[src/rtl/core/ips_pkg.sv]
`default_nettype none

package ips_pkg;

	// field and register widths
	localparam int unsigned STEP_W = 26;
	localparam int unsigned VOL_W  = 24;
	localparam int unsigned CNT_W  = 16;
	localparam int unsigned TICK_W = 16;
	localparam int unsigned ACC_W  = 27;
	localparam int unsigned CFG_W  = 26;

	// register reset values
	localparam logic [STEP_W-1:0] STEP_RST   = 26'd0;
	localparam logic [VOL_W-1:0]  TARGET_RST = 24'd1000;
	localparam logic [CNT_W-1:0]  PRIME_RST  = 16'd100;
	localparam logic [TICK_W-1:0] TICK_RST   = 16'd200;

	// saturation limits
	localparam logic [VOL_W-1:0] VOL_MAX = {VOL_W{1'b1}};
	localparam logic [CNT_W-1:0] CNT_MAX = {CNT_W{1'b1}};

	// item kinds
	localparam logic REQ_EVENT = 1'b0;
	localparam logic REQ_TICK  = 1'b1;

	typedef enum logic [2:0] {
		ST_IDLE      = 3'd0,
		ST_PRIMING   = 3'd1,
		ST_INFUSING  = 3'd2,
		ST_PAUSED    = 3'd3,
		ST_OCCLUSION = 3'd4,
		ST_COMPLETE  = 3'd5
	} mode_t;

	typedef enum logic [2:0] {
		EV_START     = 3'd0,
		EV_STOP      = 3'd1,
		EV_PAUSE     = 3'd2,
		EV_RESUME    = 3'd3,
		EV_PRIMED    = 3'd4,
		EV_VOLUME    = 3'd5,
		EV_OCCLUSION = 3'd6,
		EV_CLEARED   = 3'd7
	} event_t;

	typedef enum logic [1:0] {
		CFG_STEP_INTERVAL = 2'd0,
		CFG_TARGET_VOLUME = 2'd1,
		CFG_PRIMING_TOTAL = 2'd2,
		CFG_TICK_PERIOD   = 2'd3
	} cfg_idx_t;

	typedef struct packed {
		logic [STEP_W-1:0] step_interval;
		logic [VOL_W-1:0]  target_volume;
		logic [CNT_W-1:0]  priming_total;
		logic [TICK_W-1:0] tick_period;
	} cfg_t;

	typedef struct packed {
		logic             accepted;
		mode_t            pump_state;
		logic             step_pulse;
		logic             motor_enable;
		logic             occl_alarm;
		logic             complete_alarm;
		logic [VOL_W-1:0] delivered_volume;
	} res_t;

	typedef struct packed {
		logic  ok;
		mode_t next;
	} trans_t;

	// permitted transitions per state
	function automatic trans_t next_mode(mode_t from, event_t ev);
		trans_t t;
		t.ok   = 1'b1;
		t.next = from;
		case (from)
			ST_IDLE: begin
				if (ev == EV_START) t.next = ST_PRIMING;
				else t.ok = 1'b0;
			end
			ST_PRIMING: begin
				if (ev == EV_PRIMED) t.next = ST_INFUSING;
				else if (ev == EV_STOP) t.next = ST_IDLE;
				else t.ok = 1'b0;
			end
			ST_INFUSING: begin
				if (ev == EV_PAUSE) t.next = ST_PAUSED;
				else if (ev == EV_STOP) t.next = ST_IDLE;
				else if (ev == EV_VOLUME) t.next = ST_COMPLETE;
				else if (ev == EV_OCCLUSION) t.next = ST_OCCLUSION;
				else t.ok = 1'b0;
			end
			ST_PAUSED: begin
				if (ev == EV_RESUME) t.next = ST_INFUSING;
				else if (ev == EV_STOP) t.next = ST_IDLE;
				else t.ok = 1'b0;
			end
			ST_OCCLUSION: begin
				if (ev == EV_CLEARED) t.next = ST_PAUSED;
				else if (ev == EV_STOP) t.next = ST_IDLE;
				else t.ok = 1'b0;
			end
			ST_COMPLETE: begin
				if (ev == EV_STOP) t.next = ST_IDLE;
				else t.ok = 1'b0;
			end
			default: begin
				t.ok = 1'b0;
			end
		endcase
		return t;
	endfunction

endpackage

`default_nettype wire

[src/rtl/core/ips_ctrl.sv]
`default_nettype none

module ips_ctrl (
	input  wire logic             clk,
	input  wire logic             arst_n,
	input  wire logic             go,
	input  wire logic             req_type,
	input  wire ips_pkg::event_t  event_code,
	input  wire ips_pkg::cfg_t    cfg,
	output ips_pkg::res_t         res
);
	import ips_pkg::*;

	mode_t              mode_q, mode_d;
	logic [CNT_W-1:0]   prime_cnt_q, prime_cnt_d;
	logic [ACC_W-1:0]   acc_q, acc_d;
	logic [VOL_W-1:0]   vol_q, vol_d;
	logic               motor_q, motor_d;
	logic               occ_q, occ_d;
	logic               cmpl_q, cmpl_d;

	trans_t             trans;
	logic               do_enter;
	mode_t              enter_mode;
	logic               accepted;
	logic               pulse;
	logic [ACC_W-1:0]   acc_sum;

	assign trans   = next_mode(mode_q, event_code);
	assign acc_sum = acc_q + ACC_W'(cfg.tick_period);

	// item update and entry actions
	always_comb begin
		mode_d      = mode_q;
		prime_cnt_d = prime_cnt_q;
		acc_d       = acc_q;
		vol_d       = vol_q;
		motor_d     = motor_q;
		occ_d       = occ_q;
		cmpl_d      = cmpl_q;
		do_enter    = 1'b0;
		enter_mode  = trans.next;
		accepted    = 1'b1;
		pulse       = 1'b0;

		if (req_type == REQ_EVENT) begin
			accepted = trans.ok;
			do_enter = trans.ok;
		end else if (mode_q == ST_PRIMING) begin
			pulse = 1'b1;
			if (prime_cnt_q != CNT_MAX) prime_cnt_d = prime_cnt_q + 1'b1;
			if (prime_cnt_d >= cfg.priming_total) begin
				do_enter   = 1'b1;
				enter_mode = ST_INFUSING;
			end
		end else if (mode_q == ST_INFUSING && cfg.step_interval != '0) begin
			acc_d = acc_sum;
			if (acc_sum >= ACC_W'(cfg.step_interval)) begin
				acc_d = '0;
				pulse = 1'b1;
				if (vol_q != VOL_MAX) vol_d = vol_q + 1'b1;
				if (vol_d >= cfg.target_volume) begin
					do_enter   = 1'b1;
					enter_mode = ST_COMPLETE;
				end
			end
		end

		if (do_enter) begin
			mode_d = enter_mode;
			case (enter_mode)
				ST_IDLE: begin
					motor_d     = 1'b0;
					vol_d       = '0;
					prime_cnt_d = '0;
					occ_d       = 1'b0;
					cmpl_d      = 1'b0;
				end
				ST_PRIMING: begin
					prime_cnt_d = '0;
					motor_d     = 1'b1;
				end
				ST_INFUSING: begin
					acc_d   = '0;
					motor_d = 1'b1;
				end
				ST_PAUSED: begin
					motor_d = 1'b0;
				end
				ST_OCCLUSION: begin
					motor_d = 1'b0;
					occ_d   = 1'b1;
				end
				default: begin
					motor_d = 1'b0;
					cmpl_d  = 1'b1;
				end
			endcase
		end
	end

	// result reports the state after the update
	always_comb begin
		res.accepted         = accepted;
		res.pump_state       = mode_d;
		res.step_pulse       = pulse;
		res.motor_enable     = motor_d;
		res.occl_alarm       = occ_d;
		res.complete_alarm   = cmpl_d;
		res.delivered_volume = vol_d;
	end

	// sequencer state
	always_ff @(posedge clk or negedge arst_n) begin
		if (!arst_n) begin
			mode_q      <= ST_IDLE;
			prime_cnt_q <= '0;
			acc_q       <= '0;
			vol_q       <= '0;
			motor_q     <= 1'b0;
			occ_q       <= 1'b0;
			cmpl_q      <= 1'b0;
		end else if (go) begin
			mode_q      <= mode_d;
			prime_cnt_q <= prime_cnt_d;
			acc_q       <= acc_d;
			vol_q       <= vol_d;
			motor_q     <= motor_d;
			occ_q       <= occ_d;
			cmpl_q      <= cmpl_d;
		end
	end

`ifndef SYNTHESIS
	// motor runs only while priming or infusing
	a_motor_mode: assert property (@(posedge clk) disable iff (!arst_n)
		motor_q == (mode_q == ST_PRIMING || mode_q == ST_INFUSING))
		else $error("motor enable does not match pump mode");

	// complete flag is only ever seen in the complete state
	a_cmpl_mode: assert property (@(posedge clk) disable iff (!arst_n)
		cmpl_q |-> mode_q == ST_COMPLETE)
		else $error("complete flag outside complete state");

	// idle holds no volume and no alarms
	a_idle_clear: assert property (@(posedge clk) disable iff (!arst_n)
		mode_q == ST_IDLE |-> vol_q == '0 && !occ_q && !cmpl_q)
		else $error("idle with volume or alarm left over");

	// occlusion state always carries its flag
	a_occ_flag: assert property (@(posedge clk) disable iff (!arst_n)
		mode_q == ST_OCCLUSION |-> occ_q)
		else $error("occlusion state without occlusion flag");
`endif

endmodule

`default_nettype wire

[src/rtl/core/infusion_pump_sequencer.sv]
// channel | direction | handshake           | payload
// --------+-----------+---------------------+------------------------------------------
// in      | into      | in_valid / in_stall | req_type, event_code
// out     | out of    | out_valid/out_stall | accepted, pump_state, step_pulse,
//         |           |                     | motor_enable, occl_alarm,
//         |           |                     | complete_alarm, delivered_volume
// cfg     | into      | cfg_we              | cfg_index, cfg_data
//
// One beat per cycle sustained while the output is not stalled; a beat is held in the input
// register and its result is loaded into the output register when it can advance, which
// raises out_valid. The throughput is set by the state update between those two
// registers.
// Reset clears the pump state, both valid flags and loads the register defaults.
// A stalled output holds; in_stall is raised only while the input register holds
// a beat that cannot move on because the output register is full and stalled.
`default_nettype none

module infusion_pump_sequencer (
	input  wire logic                      clk,
	input  wire logic                      arst_n,
	input  wire logic                      in_valid,
	output logic                           in_stall,
	input  wire logic                      req_type,
	input  wire logic [2:0]                event_code,
	output logic                           out_valid,
	input  wire logic                      out_stall,
	output logic                           accepted,
	output logic [2:0]                     pump_state,
	output logic                           step_pulse,
	output logic                           motor_enable,
	output logic                           occl_alarm,
	output logic                           complete_alarm,
	output logic [ips_pkg::VOL_W-1:0]      delivered_volume,
	input  wire logic                      cfg_we,
	input  wire logic [1:0]                cfg_index,
	input  wire logic [ips_pkg::CFG_W-1:0] cfg_data
);
	import ips_pkg::*;

	cfg_t   cfg_q;
	logic   valid_s1;
	logic   req_type_s1;
	event_t event_code_s1;
	logic   out_valid_q;
	res_t   res_q;
	res_t   res;
	logic   advance;
	logic   go;
	logic   in_take;

	// configuration registers
	always_ff @(posedge clk or negedge arst_n) begin
		if (!arst_n) begin
			cfg_q.step_interval <= STEP_RST;
			cfg_q.target_volume <= TARGET_RST;
			cfg_q.priming_total <= PRIME_RST;
			cfg_q.tick_period   <= TICK_RST;
		end else if (cfg_we) begin
			case (cfg_idx_t'(cfg_index))
				CFG_STEP_INTERVAL: cfg_q.step_interval <= cfg_data[STEP_W-1:0];
				CFG_TARGET_VOLUME: cfg_q.target_volume <= cfg_data[VOL_W-1:0];
				CFG_PRIMING_TOTAL: cfg_q.priming_total <= cfg_data[CNT_W-1:0];
				CFG_TICK_PERIOD:   cfg_q.tick_period   <= cfg_data[TICK_W-1:0];
				default: begin
				end
			endcase
		end
	end

	// flow control
	assign advance  = !out_valid_q || !out_stall;
	assign go       = valid_s1 && advance;
	assign in_stall = valid_s1 && !advance;
	assign in_take  = in_valid && !in_stall;

	// input register
	always_ff @(posedge clk or negedge arst_n) begin
		if (!arst_n) begin
			valid_s1 <= 1'b0;
		end else if (in_take) begin
			valid_s1 <= 1'b1;
		end else if (advance) begin
			valid_s1 <= 1'b0;
		end
	end

	always_ff @(posedge clk) begin
		if (in_take) begin
			req_type_s1   <= req_type;
			event_code_s1 <= event_t'(event_code);
		end
	end

	ips_ctrl u_ctrl (
		.clk        (clk),
		.arst_n     (arst_n),
		.go         (go),
		.req_type   (req_type_s1),
		.event_code (event_code_s1),
		.cfg        (cfg_q),
		.res        (res)
	);

	// result register
	always_ff @(posedge clk or negedge arst_n) begin
		if (!arst_n) begin
			out_valid_q <= 1'b0;
		end else if (advance) begin
			out_valid_q <= valid_s1;
		end
	end

	always_ff @(posedge clk) begin
		if (go) begin
			res_q <= res;
		end
	end

	assign out_valid        = out_valid_q;
	assign accepted         = res_q.accepted;
	assign pump_state       = res_q.pump_state;
	assign step_pulse       = res_q.step_pulse;
	assign motor_enable     = res_q.motor_enable;
	assign occl_alarm       = res_q.occl_alarm;
	assign complete_alarm   = res_q.complete_alarm;
	assign delivered_volume = res_q.delivered_volume;

endmodule

`default_nettype wire

[config.mk]
export PLATFORM = sky130hd
export DESIGN_NAME = infusion_pump_sequencer
export DESIGN_NICKNAME = d
export VERILOG_FILES = /design/src/rtl/core/ips_pkg.sv /design/src/rtl/core/ips_ctrl.sv /design/src/rtl/core/infusion_pump_sequencer.sv
export SDC_FILE = /design/constraint.sdc
export NUM_CORES = 1
export LEC_CHECK = 0
export ABC_AREA = 1
export BUFFER_PORTS_ARGS = -buffer_cell sky130_fd_sc_hd__buf_2
export CELL_PAD_IN_SITES_DETAIL_PLACEMENT = 1
export CELL_PAD_IN_SITES_GLOBAL_PLACEMENT = 1
export CORE_UTILIZATION = 50
export CTS_CLUSTER_SIZE = 28
export DETAILED_ROUTE_END_ITERATION = 8
export GPL_TIMING_DRIVEN = 1
export MAX_ROUTING_LAYER = met4
export PLACE_DENSITY = 0.85
export SLEW_MARGIN = 20
export SYNTH_ARGS = -nofsm -noshare
export SYNTH_HDL_FRONTEND = slang
export SYNTH_SLANG_ARGS = --single-unit
[constraint.sdc]
create_clock -name clk -period 8.5 [get_ports clk]
set_clock_uncertainty 0.2 [all_clocks]
set_input_delay 1.275 -clock clk [delete_from_list [all_inputs] [get_ports clk]]
set_output_delay 1.275 -clock clk [all_outputs]
set_load 0.005 [all_outputs]
==> impl.org, run 1 <==
** Yosys
- YS warnings :: 0
- Number of flops mapped to enable cells by yosys :: 36
- Summed instance area of the synthesized netlist :: 12100 um^2
- Distinct cell type count of the synthesized netlist :: 53
- The number of nets in the synthesized netlist is 1673.
- Averaged over all synthesized cells, the footprint is 7.83 um^2.
- Synthesis handed over a netlist of 1551 instances.
- Synth async-reset ratio :: 81.3%
- For this run, the register share of the synthesized area comes to 41.4%.
- For this run, the leading register cell type out of synthesis is sky130_fd_sc_hd__dfrtp_1.
- The largest total area in the synthesized netlist belongs to sky130_fd_sc_hd__dfrtp_1.
- Largest cells by area after synthesis :: sky130_fd_sc_hd__dfrtp_1 30%, sky130_fd_sc_hd__nand2_1 11%, sky130_fd_sc_hd__edfxtp_1 8.9%, sky130_fd_sc_hd__ha_1 8.7%, sky130_fd_sc_hd__inv_1 7.9%
- #FFs+latches synth :: 193
- Top cell types by occurrence after synthesis :: 353 x sky130_fd_sc_hd__nand2_1, 255 x sky130_fd_sc_hd__inv_1, 153 x sky130_fd_sc_hd__o21ai_0
- Yosys instantiated no cell more often than sky130_fd_sc_hd__nand2_1.
- Of the post-synthesis cell area, the dominant cell type holds 29.9%.

** Setup path
- Launch instance of the worst register-to-register path :: cfg_q[2]$_DFFE_PN0P_
- Largest fanout of any net on the critical path :: 26
- Required time worst endpoint :: 8.60 ns
- Startpoint type of the worst setup path :: register
- Slack of the worst reg-to-reg path :: 3.42 ns
- Critical path origin :: cfg_q[2]$_DFFE_PN0P_
- STA classifies the critical path endpoint as a register.
- Category of the critical setup timing path :: reg2reg
- Data on the critical path arrives at its endpoint at 5.18 ns.

** Outcome
- Result of the run :: finished clean

** Placed design
- Port bufs :: 70
- Final estimated routing congestion in global placement :: 0.964
- Total half-perimeter wirelength after legalization and detailed placement :: 25700 um
- Summing all placed instances gives a cell area of 12700 um^2.
- Minimum setup slack after placement :: 3.45 ns

** Final layout
- At the end of the flow, the number of nets in the layout was 1723.
- From synthesis to final layout, the design area changed by 9.74%.
- The repair_antennas step left the layout with diodes totalling 0.
- Cell area after layout :: 13300 um^2
- The layout has 2972 filler cells.
- Layout cell share with drive strength beyond 1 :: 10.1%
- Share of the core filled with cells :: 56.4%
- Register Area :: 5020 um^2
- Area of combinational cells with multiple inputs :: 5920 um^2

** Floorplanning
- For this configuration, the core starts out at a cell density of 51.4%.
- The die is 158 um tall.
- In this run the standard cell core region covers 23600 um^2.
- From left edge to right edge, the die measures 158 um.
- Top-level I/O count :: 71
- The die covers 24900 um^2.
- Number of standard-cell rows in the floorplan :: 56

** Run
- Maximum Capacitance Violations :: 0

** Timing
- Actual slew at the worst max-slew pin :: 1.02 ns
- Highest clock rate :: 0.197 GHz
- Ratio of final minimum period to clock period :: 59.8%
- Final worst path period need :: 5.08 ns
- The max-slew violation total from the final report was 0.
- Setup repair after global routing left no endpoint under its margin.
- Worst-case headroom to the max-slew limit :: 31.7%
- Adding up every negative setup slack in the final design gives 0 ns.
- The number of hold violations in the final report was 0.
- In the post-route analysis, the smallest setup slack over all paths is 3.42 ns.
- Number of setup violations in the final report :: 0

** Min path
- Type of the worst min-delay path :: reg2reg
- Worst hold start :: valid_s1$_DFFE_PN0P_

** Global route
- For this run the aggregate overflow at the end of global routing stands at 0.
- Global-route wire length before repair :: 59400 um
- Vias in the first global route :: 11700
- Antenna violations before repair :: 0
- All-layer global routing usage :: 31.8%
- Largest net degree at the start of global routing :: 103

** Clock network
- After clock tree synthesis, the clock-pin slew on the worst setup and hold paths is 0.07 ns.
- TritonCTS built the clock tree.
- The clock tree synthesis step divided the H-tree into 4 levels.
- The clock reaches the later pin of the worst-skew pair after 0.44 ns.
- Clock Sink Count :: 193
- Counting along the longest clock path gives a buffer depth of 2.
- Counting the buffers created by CTS gives 17.
- # hold bufs at CTS :: 0
- Post-CTS repair changed the size of 0 cells.
- In this run the clock root is driven by a sky130_fd_sc_hd__clkbuf_16.
- Number of setup buffers added after CTS :: 0

** Route
- Routed WL per cell :: 18.8 um
- In the routed design, unresolved DRC markers number 0.
- Number of DRC markers after the initial detailed-route iteration :: 582
- Summed over all layers, the routed wires come to 36400 um.
- Overall via count from detail_route :: 10800
- First-pass iteration count of the detailed router :: 5
- Dividing the detail-routed via count by the number of cells gives 5.58.
- Routed Antenna Nets :: 0

** Pwr
- Leakage component of the power :: 6.47 nW
- VDD IR max :: 0.134 mV
- Power comes to 3.78 mW.
- Total power per unit cell area :: 284 nW/um^2
[routing by layer]
layer  vias to the layer above  wire length [um]  GRT usage (%)
li1                       5171                 -              -
met1                      5345             16000           37.1
met2                       194             18400           56.3
met3                        75               953           3.83
met4                         0               999           10.9
met5                         -                 0              -
[layout make-up]
class / instances / share of cell area [%]
inverters: 264 / 7.47
well taps: 319 / 3.00
clock buffers: 20 / 3.44
clock inverters: 12 / 0.920
flip-flops and latches: 193 / 37.7
multi-input cells: 1049 / 44.5
repair buffers: 76 / 3.01
[cells by family after synthesis]
group,after synthesis,synth area share [%]
AO/OA/AOI/OAI,330,15.0
AND/OR/NAND/NOR,585,21.4
buffers and inverters,309,9.91
XOR/XNOR,47,3.39
multiplexers,2,0.165
adder cells (fa/ha/maj),85,8.82
flip-flops,193,41.4
[placed cells by master, fill, tap and decap left out, types with 3 or more instances in the layout]
master	n
sky130_fd_sc_hd__a21oi_1	75
sky130_fd_sc_hd__a22oi_1	26
sky130_fd_sc_hd__a31oi_1	6
sky130_fd_sc_hd__buf_2	69
sky130_fd_sc_hd__buf_4	6
sky130_fd_sc_hd__clkbuf_16	18
sky130_fd_sc_hd__dfrtp_1	145
sky130_fd_sc_hd__dfstp_2	12
sky130_fd_sc_hd__edfxtp_1	36
sky130_fd_sc_hd__ha_1	84
sky130_fd_sc_hd__inv_1	254
sky130_fd_sc_hd__inv_2	8
sky130_fd_sc_hd__inv_4	3
sky130_fd_sc_hd__inv_6	3
sky130_fd_sc_hd__nand2_1	353
sky130_fd_sc_hd__nand2_2	4
sky130_fd_sc_hd__nand3_1	47
sky130_fd_sc_hd__nand3_2	3
sky130_fd_sc_hd__nand3b_1	4
sky130_fd_sc_hd__nand4_1	22
sky130_fd_sc_hd__nor2_1	74
sky130_fd_sc_hd__nor2_2	15
sky130_fd_sc_hd__nor2_4	3
sky130_fd_sc_hd__nor3_1	33
sky130_fd_sc_hd__nor3_2	3
sky130_fd_sc_hd__nor4_1	12
sky130_fd_sc_hd__o211ai_1	17
sky130_fd_sc_hd__o21ai_0	153
sky130_fd_sc_hd__o21ai_1	32
sky130_fd_sc_hd__o22ai_1	9
sky130_fd_sc_hd__xnor2_1	5
sky130_fd_sc_hd__xor2_1	42
[registers in the layout, indices dropped and copies added (netlist names), 3 cells and up]
signal and count:
cfg_q 82, u_ctrl.acc_q 27, u_ctrl.vol_q 24, delivered_volume 24, u_ctrl.prime_cnt_q 16, pump_state 3, u_ctrl.mode_q 3, event_code_s1 3
[critical path, cell delays in order, from the launching register on]
cell                       delay, ns
sky130_fd_sc_hd__dfrtp_1        0.41
sky130_fd_sc_hd__ha_1           0.37
sky130_fd_sc_hd__a21oi_1        0.24
sky130_fd_sc_hd__nand2_1        0.15
sky130_fd_sc_hd__nand2_1        0.11
sky130_fd_sc_hd__nand2b_1       0.11
sky130_fd_sc_hd__nand2_1        0.09
sky130_fd_sc_hd__nand2_1        0.09
sky130_fd_sc_hd__a21oi_1        0.37
sky130_fd_sc_hd__nor2_1         0.12
sky130_fd_sc_hd__nand2_1        0.08
sky130_fd_sc_hd__inv_1          0.03
sky130_fd_sc_hd__or2_1          0.21
sky130_fd_sc_hd__ha_1           0.30
sky130_fd_sc_hd__nand3_1        0.11
sky130_fd_sc_hd__nor3_1         0.05
sky130_fd_sc_hd__and2_1         0.13
sky130_fd_sc_hd__nand2_1        0.05
sky130_fd_sc_hd__nand2_1        0.04
sky130_fd_sc_hd__a21oi_1        0.20
sky130_fd_sc_hd__nand4_4        0.17
sky130_fd_sc_hd__nand3_4        0.16
sky130_fd_sc_hd__nand4_4        0.14
sky130_fd_sc_hd__nor2_4         0.65
sky130_fd_sc_hd__inv_2          0.15
sky130_fd_sc_hd__nand3_1        0.12
sky130_fd_sc_hd__o21ai_1        0.09
[power by group]
group / switching, mW / internal (mW) / total (mW)
Clock: 0.405 / 0.430 / 0.835
Sequential: 0.197 / 1.20 / 1.40
Combinational: 1.03 / 0.524 / 1.55
Total: 1.63 / 2.15 / 3.78
[worst paths after layout]
check,cells after the start,end
hold / removal,2,out_valid$_DFFE_PN0N_
hold reg to reg,2,out_valid$_DFFE_PN0N_
setup / recovery,26,u_ctrl.vol_q[19]$_DFFE_PN0P_
max in group asynchronous,2,cfg_q[73]$_DFFE_PN0P_
setup reg to reg,26,u_ctrl.vol_q[19]$_DFFE_PN0P_
min in group asynchronous,1,u_ctrl.prime_cnt_q[14]$_DFFE_PN0P_
[per-stage QoR]
stage,cells,hold slack [ns]
CTS,1933,0.296
floorplan,1551,0.248
global route,1933,0.305
detailed placement,1901,0.273
global placement,1901,0.263
finish,1933,0.293
Note: power is estimated with default switching activity, not from simulation.
==> run 2, diff against run 1 <==
--- a/config.mk
+++ b/config.mk
@@ -5,16 +5,16 @@
 export SDC_FILE = /design/constraint.sdc
 export NUM_CORES = 1
 export LEC_CHECK = 0
-export ABC_AREA = 1
+export ABC_AREA = 0
 export BUFFER_PORTS_ARGS = -buffer_cell sky130_fd_sc_hd__buf_2
 export CELL_PAD_IN_SITES_DETAIL_PLACEMENT = 1
 export CELL_PAD_IN_SITES_GLOBAL_PLACEMENT = 1
-export CORE_UTILIZATION = 50
+export CORE_UTILIZATION = 44
 export CTS_CLUSTER_SIZE = 28
 export DETAILED_ROUTE_END_ITERATION = 8
 export GPL_TIMING_DRIVEN = 1
 export MAX_ROUTING_LAYER = met4
-export PLACE_DENSITY = 0.85
+export PLACE_DENSITY = 0.76
 export SLEW_MARGIN = 20
 export SYNTH_ARGS = -nofsm -noshare
 export SYNTH_HDL_FRONTEND = slang
==> constraint.sdc (replaced) <==
create_clock -name clk -period 4.6 [get_ports clk]
set_clock_uncertainty 0.2 [all_clocks]
set_input_delay 0.69 -clock clk [delete_from_list [all_inputs] [get_ports clk]]
set_output_delay 0.69 -clock clk [all_outputs]
set_load 0.005 [all_outputs]
==> impl.org, run 2 <==
** Timing
- The worst hold slack after final layout is 0.169 ns (-0.124 ns).
- The post-layout worst setup margin was -0.115 ns (-3.53 ns).
- Number of setup violations in the final report :: 18 (+18)
- Ratio of final minimum period to clock period :: 103% (+43 points)
- Final Max Slew Viols :: 0 (unchanged)
- Worst-case headroom to the max-slew limit :: 31.9% (+0.24 points)
- Hold violation count in the final report :: 0 (unchanged)
- The final sum of negative setup slack came to -0.681 ns (-0.681 ns).
- Setup repair after global routing could not meet its margin everywhere.
- The slew at the pin closest to its max-slew limit is 1.02 ns (-0.00643 ns).
- Final worst path period need :: 4.72 ns (-0.366 ns)
- Highest clock rate :: 0.212 GHz (+7.8%)

** Floorplanning
- Top-level I/O count :: 71 (unchanged)
- Core area :: 26300 um^2 (+11%)
- Die Wd :: 166 um (+5.5%)
- The chip height came to 166 um (+5.5%).
- The number of placement rows was 59 (+5.4%).
- Starting density of the core :: 45.3% (-6.1 points)
- The overall die area was 27700 um^2 (+11%).

** Final layout
- In the final layout, the registers with the most flip-flops are cfg_q x82, u_ctrl.acc_q x27.
- Register containing the most flip-flops in the final layout :: cfg_q
- The ratio of cells with drive above 1 in the final layout is 24.2% (+14 points).
- The flip-flop count of the largest register after layout was 82 (unchanged).
- Number of fill cells in the layout :: 2990 (+0.61%)
- The number of antenna repair diodes was 0 (unchanged).
- Most common cell after layout, fill and taps aside :: sky130_fd_sc_hd__dfrtp_1
- Area delta synth->final :: 18.6%
- Share of the core filled with cells :: 53.7% (-2.7 points)
- The multi-input logic area is 6480 um^2 (+9.4%).
- The number of nets at the end of the flow was 1497 (-13%).
- Register Area :: 5020 um^2 (unchanged)
- Commonest cells after routing, fill and taps aside :: 145 x sky130_fd_sc_hd__dfrtp_1, 100 x sky130_fd_sc_hd__buf_4, 99 x sky130_fd_sc_hd__nand2_1

** Pwr
- Flop pwr share :: 34.0% (-2.9 points)
- Leakage component of the power :: 6.40 nW (-1.1%)
- Total power per unit cell area :: 497 nW/um^2 (+75%)
- The switching portion of total power is 38.2% (-4.8 points).
- Share of total power in the clock network :: 22.0% (about the same)
- VDD IR max :: 0.313 mV (+130%)
- Logic pwr share :: 44.0% (+3.0 points)
- The switching power is 2.68 mW (+65%).
- Internal power consumption :: 4.34 mW (+100%)

** Global route
- Largest net degree at the start of global routing :: 104 (+0.97%)
- Antenna violations before repair :: 0 (unchanged)
- All-layer global routing usage :: 27.0% (-4.8 points)
- Aggregate global routing overflow :: 0 (unchanged)
- The via count of the first global-routing pass is 10800 (-8.2%).
- The wire length of the first global-routing pass came to 57600 um (-2.9%).

** Clock network
- The clock slew seen by the registers of the worst setup and hold paths was 0.08 ns (about the same).
- Cell at the root of the clock tree :: sky130_fd_sc_hd__clkbuf_16
- TritonCTS clock tree :: yes
- Number of levels the H-tree was split into :: 4 (unchanged)
- Num CTS Buffers :: 17 (unchanged)
- CTS max path bufs :: 2 (unchanged)
- The clock latency at the later pin of the worst-skew pair is 0.44 ns (about the same).
- The number of sinks driven by the clock tree was 193 (unchanged).
- The post-cts hold buffer count is 0 (unchanged).

** Route
- Vias/cell :: 5.92 (+6.2%)
- The routed via count came to 10200 (-5.4%).
- The DRC marker count from the first detailed-route iteration was 656 (+13%).
- The average routed wire per standard cell was 21.2 um (+13%).
- First-pass iteration count of the detailed router :: 7 (+2)
- The detailed route wirelength on metal2 was 18600 um (+1.2%).
- Met3 routed wirelength :: 1340 um (+41%)
- The number of routed nets with antenna violations was 0 (unchanged).
- The sum of routed wire segments on met1 is 15600 um (-2.3%).
- The aggregate routed wire length is 36500 um (+0.34%).
- DRC violations left :: 6 (+6)
- Top routing layer in use :: met4

** Yosys
- Mapped Nets :: 1360 (-19%)
- YS warnings :: 0 (unchanged)
- Post-synth top area cell :: sky130_fd_sc_hd__dfrtp_1
- Sequential element share of the synthesized area :: 42.2% (+0.84 points)
- Sorting the synthesized cells by area gives the leading types as sky130_fd_sc_hd__dfrtp_1 30%, sky130_fd_sc_hd__edfxtp_1 9.1%, sky130_fd_sc_hd__ha_1 8.8%, sky130_fd_sc_hd__mux2_2 5.8%, sky130_fd_sc_hd__o21ai_0 3.9%.
- Leading register cell type out of synthesis :: sky130_fd_sc_hd__dfrtp_1
- The share of the synthesized area in the top cell type came to 30.5% (+0.61 points).
- The share of synthesized registers carrying an async set or reset is 81.3% (unchanged).
- The average instance area after synthesis was 9.61 um^2 (+23%).
- The post-synthesis register bit count is 193 (unchanged).
- Synth Instances :: 1238 (-20%)
- Most instantiated library cell after synthesis :: sky130_fd_sc_hd__dfrtp_1
- Number of flops mapped to enable cells by yosys :: 36 (unchanged)
- Summed instance area of the synthesized netlist :: 11900 um^2 (-2.0%)
- Top cell types by occurrence after synthesis :: 145 x sky130_fd_sc_hd__dfrtp_1, 101 x sky130_fd_sc_hd__nand2_1, 95 x sky130_fd_sc_hd__inv_1
- The count of unique library cells instantiated by Yosys was 75 (+42%).

** Run
- Maximum Capacitance Violations :: 0 (unchanged)

** Setup path
- The largest fanout on the critical path was 8 (-69%).
- In this run the worst setup path begins at u_ctrl.acc_q[0]$_DFFE_PN0P_.
- Critical path arrival :: 4.88 ns (-0.30 ns)
- Critical register-to-register path endpoint :: u_ctrl.vol_q[21]$_DFFE_PN0P_
- The minimum setup slack among reg-to-reg paths is -0.12 ns (-3.53 ns).
- In this run the critical register-to-register path is launched from u_ctrl.acc_q[0]$_DFFE_PN0P_.
- Startpoint type of the worst setup path :: register
- STA classifies the critical path endpoint as a register.
- The depth of the most critical reg-to-reg path is 22 (-15%).
- Required time worst endpoint :: 4.76 ns (-3.84 ns)
- The worst setup path is of the reg2reg kind.

** Outcome
- The run finished, with violations left.
- The final reports fail on DRC, setup timing.

** Min path
- Type of the worst min-delay path :: in2async

** Placed design
- Total half-perimeter wirelength after legalization and detailed placement :: 25700 um (about the same)
- The count of buffers from port buffering came to 70 (unchanged).
- The final weighted congestion of routability-driven global placement was 0.902 (-6.4%).
[run 2: per-stage QoR]
| stage | instances | total power [mW] | instance area, um^2 | worst slack, ns |
|---|---|---|---|---|
| 2_1_floorplan | 1238 | 4.07 | 11900 | 0.0318 |
| 3_3_place_gp | 1671 | 5.03 | 13100 | -0.154 |
| 3_5_place_dp | 1671 | 5.21 | 13100 | -0.370 |
| 4_1_cts | 1707 | 6.84 | 13800 | 0.00128 |
| 5_1_grt | 1723 | 7.44 | 14100 | -0.279 |
| 6_report | 1723 | 7.02 | 14100 | -0.115 |
[run 2: power by group through the flow]
stage / Sequential (mW) / Clock [mW] / Combinational [mW]
CTS: 2.37 / 1.56 / 2.91
global placement: 2.38 / 0 / 2.65
floorplan: 2.30 / 0 / 1.78
global route: 2.43 / 1.62 / 3.39
finish: 2.39 / 1.54 / 3.09
detailed placement: 2.40 / 0 / 2.81
[run 2: kinds of logic (layout without fill, tap and decap cells)]
group	Yosys count	in the layout	synth area share, %
adder cells (fa/ha/maj)	85	85	9.00
AND/OR/NAND/NOR	355	355	15.1
buffers and inverters	155	305	5.34
flip-flops	193	193	42.2
multiplexers	72	72	6.73
XOR/XNOR	63	63	4.64
AO/OA/AOI/OAI	315	315	17.0
[run 2: worst max-delay path, cell delays in order (launching register included)]
cell                       delay, ns
sky130_fd_sc_hd__dfrtp_1        0.38
sky130_fd_sc_hd__ha_2           0.21
sky130_fd_sc_hd__inv_2          0.05
sky130_fd_sc_hd__fa_2           0.37
sky130_fd_sc_hd__nor2b_2        0.15
sky130_fd_sc_hd__o211ai_1       0.15
sky130_fd_sc_hd__a21oi_2        0.21
sky130_fd_sc_hd__o21ai_1        0.11
sky130_fd_sc_hd__and2_4         0.18
sky130_fd_sc_hd__or2_4          0.23
sky130_fd_sc_hd__xnor2_1        0.13
sky130_fd_sc_hd__ha_1           0.30
sky130_fd_sc_hd__nand4_1        0.19
sky130_fd_sc_hd__nor3_4         0.27
sky130_fd_sc_hd__nand2_2        0.08
sky130_fd_sc_hd__buf_4          0.13
sky130_fd_sc_hd__o211a_1        0.23
sky130_fd_sc_hd__nand3_4        0.13
sky130_fd_sc_hd__buf_8          0.16
sky130_fd_sc_hd__buf_12         0.13
sky130_fd_sc_hd__o211ai_1       0.15
sky130_fd_sc_hd__or3_1          0.41
sky130_fd_sc_hd__o21ai_1        0.09
[run 2: layout make-up]
type | instances | share of cell area (%)
Multi-Input combinational cell | 890 | 45.9
Sequential cell | 193 | 35.6
Timing Repair Buffer | 178 | 8.78
Clock buffer | 22 | 3.52
Tap cell | 335 | 2.97
Inverter | 95 | 2.53
Clock inverter | 10 | 0.683
[run 2: per-layer routing]
| metal | track usage [%] | vias up |
|---|---|---|
| li1 | - | 4729 |
| met4 | 8.78 | 0 |
| met3 | 3.52 | 57 |
| met2 | 46.2 | 244 |
| met5 | - | - |
| met1 | 33.1 | 5177 |
[run 2: worst max path at each step]
| stage | endpoint | slack [ns] |
|---|---|---|
| floorplan | delivered_volume[22]$_DFFE_PP_ | 0.03 |
| global placement | u_ctrl.acc_q[20]$_DFFE_PN0P_ | -0.15 |
| detailed placement | u_ctrl.vol_q[21]$_DFFE_PN0P_ | -0.37 |
| CTS | u_ctrl.vol_q[21]$_DFFE_PN0P_ | 0.001 |
| global route | u_ctrl.vol_q[21]$_DFFE_PN0P_ | -0.28 |
| finish | u_ctrl.vol_q[21]$_DFFE_PN0P_ | -0.12 |
[run 2: timing repair]
item,CTS,global route
endpoints found under the setup margin,85,84
pin swaps,6,38
setup buffers,4,17
gates resized for setup,18,47
==> run 3, diff against run 2 <==
--- a/config.mk
+++ b/config.mk
@@ -9,7 +9,9 @@
 export BUFFER_PORTS_ARGS = -buffer_cell sky130_fd_sc_hd__buf_2
 export CELL_PAD_IN_SITES_DETAIL_PLACEMENT = 1
 export CELL_PAD_IN_SITES_GLOBAL_PLACEMENT = 1
+export CORE_MARGIN = 4
 export CORE_UTILIZATION = 44
+export CTS_CLUSTER_DIAMETER = 50
 export CTS_CLUSTER_SIZE = 28
 export DETAILED_ROUTE_END_ITERATION = 8
 export GPL_TIMING_DRIVEN = 1
==> impl.org, run 3 (synthesized netlist as in run 2, its figures left out) <==
** Final layout
- Registers with the most flip-flops :: cfg_q x82, u_ctrl.acc_q x27
- Most common cell after layout, fill and taps aside :: sky130_fd_sc_hd__dfrtp_1
- Number of fill cells in the layout :: 2992 (+0.067%)
- Leaving out fill and tap cells, the most frequent cells in the layout are 145 x sky130_fd_sc_hd__dfrtp_1, 97 x sky130_fd_sc_hd__nand2_1, 93 x sky130_fd_sc_hd__inv_1.
- The number of antenna repair diodes came to 0 (unchanged).
- The number of nets at the end of the flow came to 1492 (-0.33%).
- Area delta synth->final :: 18.8%
- The final instance area was 14100 um^2 (+0.21%).
- Register containing the most flip-flops in the final layout :: cfg_q
- The ratio of cells with drive above 1 in the final layout was 25.3% (+1.0 points).
- Number of flip-flops under the largest register name :: 82 (unchanged)

** Global route
- The number of antenna violations at the first check in global routing came to 0 (unchanged).
- The via count of the first global-routing pass was 10600 (-2.1%).
- Largest net degree at the start of global routing :: 95 (-8.7%)
- The total track usage was 24.2% (-2.9 points).
- The remaining global-route overflow came to 0 (unchanged).
- The wire length of the first global-routing pass is 55400 um (-4.0%).

** Route
- The number of routed nets with antenna violations was 0 (unchanged).
- DRC violations left :: 0 (-6)
- The detailed-routing iteration count for the pre-antenna-repair pass was 5 (-2).
- Vias/cell :: 5.86 (-1.1%)
- The routed via count was 10100 (-1.5%).
- Number of DRC markers after the initial detailed-route iteration :: 609 (-7.2%)
- The aggregate routed wire length was 35000 um (-4.0%).
- Routed WL per cell :: 20.4 um (-3.7%)

** Timing
- The number of hold violations in the final report came to 0 (unchanged).
- Ratio of final minimum period to clock period :: 101% (-1.8 points)
- The post-layout worst setup margin is -0.0316 ns (+0.0838 ns).
- The post-route minimum period was 4.63 ns (-0.0838 ns).
- Worst-case headroom to the max-slew limit :: 36.1% (+4.2 points)
- The number of endpoints failing setup at the final stage came to 2 (-16).
- Highest clock rate :: 0.216 GHz (+1.8%)
- Total Neg Setup Slack :: -0.0395 ns (+0.642 ns)
- Setup repair after global routing could not meet its margin everywhere.
- The slew at the pin closest to its max-slew limit was 0.958 ns (-0.0604 ns).
- Final Max Slew Viols :: 0 (unchanged)

** Floorplanning
- The top-level I/O count was 71 (unchanged).
- Core area :: 26400 um^2 (+0.28%)
- The number of placement rows came to 59 (unchanged).
- Die height :: 172 um (+3.6%)
- The die extent in x came to 172 um (+3.6%).
- The overall die area is 29700 um^2 (+7.3%).
- The initial cell density of the core is 45.2% (-0.13 points).

** Run
- Maximum Capacitance Violations :: 0 (unchanged)

** Clock network
- The clock slew seen by the registers of the worst setup and hold paths was 0.08 ns (about the same).
- The cell sitting at the root of the clock tree is a sky130_fd_sc_hd__clkbuf_16.
- TritonCTS built the clock tree.
- The number of sinks driven by the clock tree was 193 (unchanged).
- The buffer levels on the longest clock path is 2 (unchanged).
- The number of buffers created by CTS came to 17 (unchanged).
- The clock latency at the later pin of the worst-skew pair came to 0.45 ns (about the same).
- Number of levels the H-tree was split into :: 4 (unchanged)

** Outcome
- Violated checks :: setup timing
- The run finished, with violations left.

** Placed design
- The sum of net half-perimeters after detailed placement is 24700 um (-3.7%).
- The count of buffers from port buffering came to 70 (unchanged).
- The final weighted congestion of routability-driven global placement is 0.913 (+1.2%).
- The total placed instance area was 13100 um^2 (+0.13%).

** Setup path
- Category of the critical setup timing path :: reg2reg
- Critical path arrival :: 4.73 ns (-0.15 ns)
- Startpoint type of the worst setup path :: register
- Delay-heaviest family, CP :: simple AND/OR/NAND/NOR gates
- Slowest CP cell :: sky130_fd_sc_hd__or4_4
- Slowest Stage Delay on Critical Path :: 0.49 ns (+0.08 ns)
- Walking the worst path, the cells encountered are ha_2 -> inv_2 -> fa_2 -> nor2b_4 -> o211ai_1 -> a21oi_2 -> o21ai_0 -> and2_4 -> or2_2 -> xnor2_1 -> ha_1 -> nand4_1 -> nor3_2 -> nand2_1 -> buf_4 -> o211a_1 -> nand3_4 -> buf_4 -> nor2_4 -> or4_4 -> a21oi_2.
- The largest fanout on the critical path was 6 (-2).
- STA classifies the critical path endpoint as a register.
- The data required time at the worst endpoint came to 4.70 ns (-0.06 ns).
- Buf+Inv Stages, Crit Path :: 3 (-1)

** Pwr
- The total power draw came to 6.97 mW (-0.64%).
- VDD IR max :: 0.251 mV (-20%)
- The power density of the placed cells was 493 nW/um^2 (-0.85%).
- Leakage component of the power :: 6.39 nW (-0.18%)

** Min path
- The path class of the tightest hold or removal check is in2async.
==> run 3: cell types whose count changed in the layout (fill, tap and decap cells not counted), moves of 5 or more <==
cell,change
sky130_fd_sc_hd__buf_4,-9
sky130_fd_sc_hd__buf_6,+7
sky130_fd_sc_hd__a21oi_2,+5
sky130_fd_sc_hd__o21ai_2,+5
==> run 3: worst reg2reg max path, stage by stage (launching register included) <==
cell,delay [ns]
sky130_fd_sc_hd__dfrtp_1,0.36
sky130_fd_sc_hd__ha_2,0.19
sky130_fd_sc_hd__inv_2,0.04
sky130_fd_sc_hd__fa_2,0.38
sky130_fd_sc_hd__nor2b_4,0.13
sky130_fd_sc_hd__o211ai_1,0.16
sky130_fd_sc_hd__a21oi_2,0.20
sky130_fd_sc_hd__o21ai_0,0.12
sky130_fd_sc_hd__and2_4,0.17
sky130_fd_sc_hd__or2_2,0.32
sky130_fd_sc_hd__xnor2_1,0.14
sky130_fd_sc_hd__ha_1,0.29
sky130_fd_sc_hd__nand4_1,0.13
sky130_fd_sc_hd__nor3_2,0.22
sky130_fd_sc_hd__nand2_1,0.10
sky130_fd_sc_hd__buf_4,0.13
sky130_fd_sc_hd__o211a_1,0.23
sky130_fd_sc_hd__nand3_4,0.15
sky130_fd_sc_hd__buf_4,0.14
sky130_fd_sc_hd__nor2_4,0.04
sky130_fd_sc_hd__or4_4,0.49
sky130_fd_sc_hd__a21oi_2,0.14
==> run 3: metrics by stage <==
step / utilization, % / std cells / hold WS (ns) / worst slack (ns)
CTS: 52.3 / 1706 / 0.196 / 0.00658
global route: 53.7 / 1717 / 0.215 / -0.191
global placement: 49.8 / 1675 / 0.275 / -0.198
floorplan: - / 1238 / 0.194 / 0.0318
detailed placement: 49.8 / 1675 / 0.297 / -0.374
finish: 53.7 / 1717 / 0.159 / -0.0316
==> run 3: metal layers <==
layer / track usage, % / part of all wire, % / up-vias
li1: - / - / 4716
met1: 31.4 / 44 / 5064
met2: 40.3 / 50 / 221
met3: 2.61 / 3.9 / 57
met4: 6.84 / 2.3 / 0
met5: - / 0 / -
==> run 3: power breakdown <==
group	internal, mW	switching (mW)
Sequential	2.11	0.274
Clock	0.850	0.683
Combinational	1.39	1.66
Total	4.35	2.62
==> run 3: path summary, 6_finish.rpt <==
check,start,end,slack [ns],cells after the start
worst max-delay path,u_ctrl.acc_q[0]$_DFFE_PN0P_,delivered_volume[15]$_DFFE_PP_,-0.03,21
worst min-delay path,arst_n,u_ctrl.mode_q[0]$_DFFE_PN0P_,0.16,1
worst max register to register,u_ctrl.acc_q[0]$_DFFE_PN0P_,delivered_volume[15]$_DFFE_PP_,-0.03,21
worst min register to register,cfg_q[52]$_DFFE_PN0P_,cfg_q[52]$_DFFE_PN0P_,0.31,1
max in group asynchronous,arst_n,cfg_q[41]$_DFFE_PN1P_,3.09,2
min in group clk,event_code[2],event_code_s1[2]$_DFFE_PP_,0.22,1
==> run 3: layout make-up <==
type / instances / area (um^2) / area share [%]
well taps: 335 / 419 / 2.96
inverters: 95 / 357 / 2.52
flip-flops and latches: 193 / 5020 / 35.5
clock inverters: 8 / 103 / 0.725
multi-input cells: 890 / 6550 / 46.3
clock buffers: 23 / 479 / 3.39
repair buffers: 173 / 1210 / 8.53
==> run 3: timing repair <==
action	4_1_cts	5_1_grt
setup buffers	0	9
gates resized for setup	18	68
pin swaps	3	25
hold buffers	0	0
gates cloned	0	2
setup endpoints to repair	85	84
